`src/rtl/core/scta_pkg.sv`:
```
`timescale 1ns / 1ps

package scta_pkg;

    // Default sizing, handed down from the top level
    localparam int QUEUE_DEPTH_DEF = 256;
    localparam int MAX_READ_DEF    = 64;

    // Field widths
    localparam int CODE_W  = 8;
    localparam int CHAR_W  = 7;
    localparam int COUNT_W = 7;

    // Command codes
    localparam logic CMD_SCAN = 1'b0;
    localparam logic CMD_READ = 1'b1;

    typedef struct packed {
        logic               cmd;
        logic [CODE_W-1:0]  scan_code;
        logic [COUNT_W-1:0] read_count;
    } t_in_word;

    typedef struct packed {
        logic [CHAR_W-1:0] char_code;
        logic              char_valid;
        logic              last;
        logic              overflow_seen;
    } t_out_word;

    // Memory port strobes from the controller to the ring store
    typedef struct packed {
        logic wr_en;
        logic rd_en;
    } t_mem_ctl;

    // Set-1 QWERTZ translation; zero means the code gives no character
    function automatic logic [CHAR_W-1:0] scta_translate(input logic [CODE_W-1:0] code);
        logic [CHAR_W-1:0] ch;
        ch = '0;
        unique case (code)
            8'h1C: ch = 7'h0A; // newline
            8'h39: ch = 7'h20; // space
            8'h0E: ch = 7'h0D; // carriage return
            8'hB4: ch = 7'h2E; // '.'
            8'hB5: ch = 7'h2F; // '/'
            8'h29: ch = 7'h30; // '0'
            8'h02: ch = 7'h31;
            8'h03: ch = 7'h32;
            8'h04: ch = 7'h33;
            8'h05: ch = 7'h34;
            8'h06: ch = 7'h35;
            8'h07: ch = 7'h36;
            8'h08: ch = 7'h37;
            8'h09: ch = 7'h38;
            8'h0A: ch = 7'h39;
            8'h10: ch = 7'h71; // q
            8'h11: ch = 7'h77; // w
            8'h12: ch = 7'h65; // e
            8'h13: ch = 7'h72; // r
            8'h14: ch = 7'h74; // t
            8'h15: ch = 7'h7A; // z
            8'h16: ch = 7'h75; // u
            8'h17: ch = 7'h69; // i
            8'h18: ch = 7'h6F; // o
            8'h19: ch = 7'h70; // p
            8'h1E: ch = 7'h61; // a
            8'h1F: ch = 7'h73; // s
            8'h20: ch = 7'h64; // d
            8'h21: ch = 7'h66; // f
            8'h22: ch = 7'h67; // g
            8'h23: ch = 7'h68; // h
            8'h24: ch = 7'h6A; // j
            8'h25: ch = 7'h6B; // k
            8'h26: ch = 7'h6C; // l
            8'h2C: ch = 7'h79; // y
            8'h2D: ch = 7'h78; // x
            8'h2E: ch = 7'h63; // c
            8'h2F: ch = 7'h76; // v
            8'h30: ch = 7'h62; // b
            8'h31: ch = 7'h6E; // n
            8'h32: ch = 7'h6D; // m
            default: ch = '0;
        endcase
        return ch;
    endfunction

endpackage

```
`src/rtl/core/scta_ring.sv`:
```
`timescale 1ns / 1ps

module scta_ring
    import scta_pkg::*;
#(
    parameter int DEPTH = QUEUE_DEPTH_DEF,
    parameter int AW    = $clog2(DEPTH)
) (
    input  logic              i_clk,
    input  t_mem_ctl          i_mem,
    input  logic [AW-1:0]     i_waddr,
    input  logic [CHAR_W-1:0] i_wdata,
    input  logic [AW-1:0]     i_raddr,
    output logic [CHAR_W-1:0] o_rdata
);

    logic [CHAR_W-1:0] r_mem [DEPTH];
    logic [CHAR_W-1:0] r_rdata;

    // Write port
    always_ff @(posedge i_clk) begin
        if (i_mem.wr_en) begin
            r_mem[i_waddr] <= i_wdata;
        end
    end

    // Registered read port; hold the data while no read is issued
    always_ff @(posedge i_clk) begin
        if (i_mem.rd_en) begin
            r_rdata <= r_mem[i_raddr];
        end
    end

    assign o_rdata = r_rdata;

endmodule

```
`src/rtl/core/scta_ctrl.sv`:
```
`timescale 1ns / 1ps

module scta_ctrl
    import scta_pkg::*;
#(
    parameter int DEPTH    = QUEUE_DEPTH_DEF,
    parameter int MAX_READ = MAX_READ_DEF,
    parameter int AW       = $clog2(DEPTH)
) (
    input  logic              i_clk,
    input  logic              i_rst_n,
    input  logic              i_in_valid,
    output logic              o_in_ready,
    input  t_in_word          i_in_data,
    output logic              o_out_valid,
    input  logic              i_out_ready,
    output t_out_word         o_out_data,
    output t_mem_ctl          o_mem,
    output logic [AW-1:0]     o_waddr,
    output logic [CHAR_W-1:0] o_wdata,
    output logic [AW-1:0]     o_raddr,
    input  logic [CHAR_W-1:0] i_rdata
);

    localparam int CW = $clog2(DEPTH + 1);
    localparam int NW = (CW > COUNT_W) ? CW : COUNT_W;

    typedef enum logic {
        S_IDLE,
        S_READ
    } t_state;

    t_state             r_state, n_state;
    logic [AW-1:0]      r_wr_ptr, n_wr_ptr;
    logic [AW-1:0]      r_rd_ptr, n_rd_ptr;
    logic [CW-1:0]      r_count, n_count;
    logic               r_ovf, n_ovf;
    logic [COUNT_W-1:0] r_left, n_left;
    logic               r_vld, n_vld;
    logic               r_chv, n_chv;
    logic               r_last, n_last;
    logic               r_ovf_out, n_ovf_out;

    logic               in_acc;
    logic               slot_free;
    logic [CHAR_W-1:0]  ch;
    logic [COUNT_W-1:0] want_sat;
    logic [COUNT_W-1:0] take_n;
    logic               full;

    assign o_in_ready = (r_state == S_IDLE);
    assign in_acc     = i_in_valid && o_in_ready;
    assign slot_free  = !r_vld || i_out_ready;
    assign ch         = scta_translate(i_in_data.scan_code);
    assign full       = (r_count == CW'(DEPTH));

    // Clamp the request, then to what is stored
    always_comb begin
        want_sat = (i_in_data.read_count > COUNT_W'(MAX_READ)) ?
                   COUNT_W'(MAX_READ) : i_in_data.read_count;
        take_n   = (NW'(want_sat) < NW'(r_count)) ? want_sat : COUNT_W'(r_count);
    end

    always_comb begin
        n_state   = r_state;
        n_wr_ptr  = r_wr_ptr;
        n_rd_ptr  = r_rd_ptr;
        n_count   = r_count;
        n_ovf     = r_ovf;
        n_left    = r_left;
        n_vld     = r_vld && !i_out_ready;
        n_chv     = r_chv;
        n_last    = r_last;
        n_ovf_out = r_ovf_out;
        o_mem     = '0;

        unique case (r_state)
            S_IDLE: begin
                if (in_acc && (i_in_data.cmd == CMD_SCAN) && (ch != '0)) begin
                    if (full) begin
                        n_ovf = 1'b1;
                    end else begin
                        o_mem.wr_en = 1'b1;
                        n_wr_ptr    = (r_wr_ptr == AW'(DEPTH - 1)) ? '0 : r_wr_ptr + 1'b1;
                        n_count     = r_count + 1'b1;
                    end
                end else if (in_acc && (i_in_data.cmd == CMD_READ)) begin
                    n_count = r_count - CW'(take_n);
                    n_left  = take_n;
                    n_state = S_READ;
                end
            end
            S_READ: begin
                if (slot_free) begin
                    n_vld     = 1'b1;
                    n_ovf_out = r_ovf;
                    if (r_left != '0) begin
                        o_mem.rd_en = 1'b1;
                        n_rd_ptr    = (r_rd_ptr == AW'(DEPTH - 1)) ? '0 : r_rd_ptr + 1'b1;
                        n_left      = r_left - 1'b1;
                        n_chv       = 1'b1;
                        n_last      = (r_left == COUNT_W'(1));
                        if (r_left == COUNT_W'(1)) begin
                            n_state = S_IDLE;
                        end
                    end else begin
                        // empty read
                        n_chv   = 1'b0;
                        n_last  = 1'b1;
                        n_state = S_IDLE;
                    end
                end
            end
            default: n_state = S_IDLE;
        endcase
    end

    always_ff @(posedge i_clk) begin
        if (!i_rst_n) begin
            r_state  <= S_IDLE;
            r_wr_ptr <= '0;
            r_rd_ptr <= '0;
            r_count  <= '0;
            r_ovf    <= 1'b0;
            r_left   <= '0;
            r_vld    <= 1'b0;
        end else begin
            r_state   <= n_state;
            r_wr_ptr  <= n_wr_ptr;
            r_rd_ptr  <= n_rd_ptr;
            r_count   <= n_count;
            r_ovf     <= n_ovf;
            r_left    <= n_left;
            r_vld     <= n_vld;
            r_chv     <= n_chv;
            r_last    <= n_last;
            r_ovf_out <= n_ovf_out;
        end
    end

    assign o_waddr = r_wr_ptr;
    assign o_wdata = ch;
    assign o_raddr = r_rd_ptr;

    assign o_out_valid                = r_vld;
    assign o_out_data.char_code       = r_chv ? i_rdata : '0;
    assign o_out_data.char_valid      = r_chv;
    assign o_out_data.last            = r_last;
    assign o_out_data.overflow_seen   = r_ovf_out;

endmodule

```
`src/rtl/core/scancode_to_ascii_fifo.sv`:
```
`timescale 1ns / 1ps

// Keyboard scan code (set 1, QWERTZ) to ASCII translator with a ring queue.
// Input channel (i_in_valid / o_in_ready / i_in_data): each word is either
// a scan code (cmd = scan) or a read request (cmd = read, read_count chars).
// A scan code is translated and written into the ring store in the same
// cycle that it is accepted; codes with no character are dropped, and a character
// that meets a full queue is dropped and sets the sticky overflow flag.
// Once a read request is accepted, the controller issues one ring-store read
// per cycle unless the output stalls; each character appears on the output
// in the cycle after its read, one word per cycle while the receiver takes
// them. An empty read returns a single word with char_valid low and last
// high. The input is held off (o_in_ready low) while a read is still
// issuing; the single ring-store read port sets that rate.
// Output channel (o_out_valid / i_out_ready / o_out_data): when the receiver
// stalls, hold the word and issue no further read; the store's read register
// doubles as the output register. Scan codes are still taken while the final
// word of a read waits.
// Reset (synchronous, active low) empties the queue and clears the flag; the
// store contents are not cleared and no clearing pass is needed.
module scancode_to_ascii_fifo
    import scta_pkg::*;
#(
    parameter int QUEUE_DEPTH = QUEUE_DEPTH_DEF,
    parameter int MAX_READ    = MAX_READ_DEF
) (
    input  logic      i_clk,
    input  logic      i_rst_n,
    input  logic      i_in_valid,
    output logic      o_in_ready,
    input  t_in_word  i_in_data,
    output logic      o_out_valid,
    input  logic      i_out_ready,
    output t_out_word o_out_data
);

    localparam int AW = $clog2(QUEUE_DEPTH);

    t_mem_ctl          mem_ctl;
    logic [AW-1:0]     waddr;
    logic [AW-1:0]     raddr;
    logic [CHAR_W-1:0] wdata;
    logic [CHAR_W-1:0] rdata;

    // Pointers, fill count, overflow flag and read sequencing
    scta_ctrl #(
        .DEPTH    (QUEUE_DEPTH),
        .MAX_READ (MAX_READ),
        .AW       (AW)
    ) u_ctrl (
        .i_clk       (i_clk),
        .i_rst_n     (i_rst_n),
        .i_in_valid  (i_in_valid),
        .o_in_ready  (o_in_ready),
        .i_in_data   (i_in_data),
        .o_out_valid (o_out_valid),
        .i_out_ready (i_out_ready),
        .o_out_data  (o_out_data),
        .o_mem       (mem_ctl),
        .o_waddr     (waddr),
        .o_wdata     (wdata),
        .o_raddr     (raddr),
        .i_rdata     (rdata)
    );

    // Character store: one write and one registered read per cycle. A write
    // and a read never meet on one entry in a cycle, as input is held off
    // while reads issue.
    scta_ring #(
        .DEPTH (QUEUE_DEPTH),
        .AW    (AW)
    ) u_ring (
        .i_clk   (i_clk),
        .i_mem   (mem_ctl),
        .i_waddr (waddr),
        .i_wdata (wdata),
        .i_raddr (raddr),
        .o_rdata (rdata)
    );

endmodule

```
`config.mk`:
```
export PLATFORM = sky130hd
export DESIGN_NAME = scancode_to_ascii_fifo
export DESIGN_NICKNAME = d
export VERILOG_FILES = /design/src/rtl/core/scta_pkg.sv /design/src/rtl/core/scta_ring.sv /design/src/rtl/core/scta_ctrl.sv /design/src/rtl/core/scancode_to_ascii_fifo.sv
export SDC_FILE = /design/constraint.sdc
export NUM_CORES = 2
export LEC_CHECK = 0
export ABC_AREA = 1
export BUFFER_PORTS_ARGS = -buffer_cell sky130_fd_sc_hd__buf_2
export CAP_MARGIN = 20
export CORE_MARGIN = 5
export CORE_UTILIZATION = 57
export DETAILED_ROUTE_END_ITERATION = 16
export PLACE_DENSITY = 0.73
export RECOVER_POWER = 25
export SLEW_MARGIN = 0
export SYNTH_ARGS = -nofsm -noshare
export SYNTH_HDL_FRONTEND = slang
export SYNTH_SLANG_ARGS = --single-unit
```
`constraint.sdc`:
```
create_clock -name i_clk -period 9.9 [get_ports i_clk]
set_input_delay 1.485 -clock i_clk [delete_from_list [all_inputs] [get_ports i_clk]]
set_output_delay 1.485 -clock i_clk [all_outputs]
set_load 0.1 [all_outputs]
```
==> results_dict.tcl <==
set metrics [dict create \
    status "finished with violations" \
    violations "max-capacitance violations, max-slew violations" \
    num_rows 132 \
    cellPowerDensity_nw_per_um2 207 \
    fin_tns_setup_ps 0 \
    rsz0062_at_grt "false" \
    wirelength_mm 193 \
    viasPerCell 6.41 \
    period_share_pct 70.7 \
    synth_top_family_by_area "compound AO/OA/AOI/OAI gates" \
    hold_violations 0 \
    start_util_pct 57.2 \
    grt_util_met1_pct 37.8 \
    cts_buffers 176 \
    postSynthCellCount 5881 \
    dp_hpwl_mm 106 \
    ir_worst_vdd_mv 0.195 \
    crit_path_end_kind "flop" \
    grt_pass1_vias 47000 \
    clkTransAtPathRegs_ps 60 \
    hold_depth 0 \
    die_w_um 370 \
    synth.area.mux_share_pct 0.0135 \
    fin_ws_ps 2900 \
    gp_congestion 0.880 \
    grt_first_pass_wirelength_mm 288 \
    setup_viol 0 \
    first_pass_iters 8 \
    drive_gt1_share_pct 6.23 \
    cts_hold_buf 0 \
    hold_path_class "flop to flop" \
    clk_latency_ps 800 \
    antenna_found_initial 3 \
    skew_ps 26.3 \
    synth_area_leaders "edfxtp_1 73%, o21ai_0 6.4%, nor2_1 6.4%" \
    die-area_um2 137000 \
    crit_type "flop to flop" \
    yosys.area.top_type_share_pct 73.1 \
    reg2reg_from "u_ctrl.o_raddr[2]" \
    synth_edf_count 1802 \
    synth_seq_cells 1837 \
    maxSlewViolCount 924 \
    yosysMostFrequentCell "edfxtp_1" \
    fin_nets 5775 \
    cts_resized 0 \
    yosysWarnings 0 \
    async_reset_ff_share_pct 0 \
    cts_setup_buffers 0 \
    gr-total-overflow 0 \
    startpoint_type "flop" \
    num_antenna_cells 0 \
    io_buffers 31 \
    vias 48800 \
    synth_area_leader_cell "edfxtp_1" \
    track_usage_pct 27.8 \
    synth_compound_area_share_pct 12.2 \
    drt_iter0_drc 6919 \
    synthXorXnorAreaFrac_pct 0.0592 \
    ctsLongestPathBuffers 3 \
    netlist_area_um2 74000 \
    cts_tree "built" \
    core_um2 129000 \
    ys_types 43 \
    synthSimpleGateAreaFrac_pct 10.5 \
    fin_util_pct 62.6 \
    synth-seq-area-share_pct 74.1 \
    route.detailed.drc 0 \
    fill_cells 9407 \
    path_max_fanout 74 \
    ioPinCount 32 \
    crit_required_ps 10430 \
    worstHoldStart "u_ctrl.r_ovf" \
    antenna_left 0 \
    use_met3_pct 6.41 \
    syn_avg_cell_area_um2 12.6 \
    place_worst_setup_slack_ps 4020 \
    grt-busiest-layer "met2" \
    critPathLaunch "u_ctrl.o_raddr[2]" \
    die_y_um 370 \
    fmaxAchievable_mhz 143 \
    wire_per_inst_um 25.4 \
    htreeDepth 4 \
    met2_usage_pct 44.0 \
    syn-num-nets 5925 \
    area_growth_pct 9.40 \
    arrival_ps 7540 \
    p_leak_nw 25.0 \
    cts.sinks 1837 \
    synth_fa_ha_area_share_pct 0.416 \
    tightest_slew_ps 4350 \
    max_cap_violations 8 \
    rr_worst_depth 10 \
    root_buffer "clkbuf_16" \
    slew_headroom_pct -190 \
    grt_max_degree 225 \
    fin_crit_ps 7000 \
    ys_top_cells_by_count "1802 x edfxtp_1, 1255 x nor2_1, 944 x o21ai_0, 352 x clkbuf_1, 334 x nand2_1" \
    synthFlopType "edfxtp_1" \
]
==> per-layer routing <==
layer	vias to the layer above	part of all wire [%]	wire, um
met1	23700	38	72700
met5	-	0.021	40
met2	3063	47	90500
met4	6	4.1	7940
met3	481	11	22200
li1	21600	-	-
==> cells in the final DEF (no fill, tap or decap), types with 3 or more instances in the layout <==
cell	count
o21a_1	3
nand3_2	12
clkinv_2	30
a31oi_1	3
dfxtp_1	32
o221ai_1	167
buf_12	11
inv_2	4
edfxtp_1	1802
clkinvlp_4	11
nor3_1	21
inv_1	88
nand3b_1	3
nand2_2	7
nor4b_1	3
a21oi_1	104
o21ai_1	3
clkinv_1	44
clkbuf_1	44
o21ai_0	944
nand2_1	328
ha_1	23
o211ai_1	64
xnor2_1	3
buf_4	44
clkbuf_2	4
nand4_1	49
nor4_1	5
nand3_1	241
nor2_1	1255
buf_2	26
inv_6	5
o22ai_1	265
bufinv_16	15
clkbuf_16	181
==> kinds of logic (layout without fill, tap and decap cells) <==
family	count (synthesis)	after routing
AO/OA/AOI/OAI	1564	1564
XOR/XNOR	5	5
adder cells (fa/ha/maj)	24	24
buffers and inverters	523	515
flip-flops	1837	1837
multiplexers	1	1
AND/OR/NAND/NOR	1927	1927
==> cell type report <==
class                           count  area, um2  share of cell area, %
Sequential cell                  1837      54800                   67.7
Multi-Input combinational cell   3521      17200                   21.3
Clock buffer                      216       4660                   5.76
Tap cell                         1742       2180                   2.69
Inverter                          100        395                  0.488
Clock inverter                    104        913                   1.13
Timing Repair Buffer               95        746                  0.921
==> final timing paths <==
kind	endpoint	slack, ps
setup / recovery	u_ring.o_rdata[3]	2900
hold / removal	u_ctrl.r_ovf_out	450
setup reg to reg	u_ring.o_rdata[3]	2900
hold reg to reg	u_ctrl.r_ovf_out	450
==> power by group <==
group          total [mW]  switching (mW)  internal (mW)  leakage [nW]
combinational        1.56            1.17          0.386          6.42
sequential           8.64          0.0379           8.61          15.9
clock                6.54            2.81           3.73          2.70
total                16.7            4.02           12.7          25.0
==> per-stage QoR <==
stage          cells  total power, mW  hold WS, ps  area, um2
5_1_grt         7615             17.3          455      80900
2_1_floorplan   5881             9.86          409      74000
6_report        7615             16.7          454      80900
3_3_place_gp    7292             10.3          425      75400
3_5_place_dp    7294             10.3          462      75500
4_1_cts         7614             16.7          450      81000
==> registers in the layout, summed over array words and instances, names as in the netlist, 7 cells and up <==
register and flops:
u_ring.o_rdata 7, u_ctrl.o_waddr 8, u_ctrl.r_left 7, u_ring.r_mem 1792, u_ctrl.o_raddr 8, u_ctrl.r_count 9
==> worst max-delay path, cell delays in order, from the launching register on <==
cell	delay, ps
dfxtp_1	660
buf_4	510
nand2_1	170
clkinvlp_2	2520
buf_4	1260
nand2_1	180
nand3_1	140
o21ai_0	480
o21ai_0	330
o21ai_0	380
nor2_1	80
(Power assumes the default switching activity.)
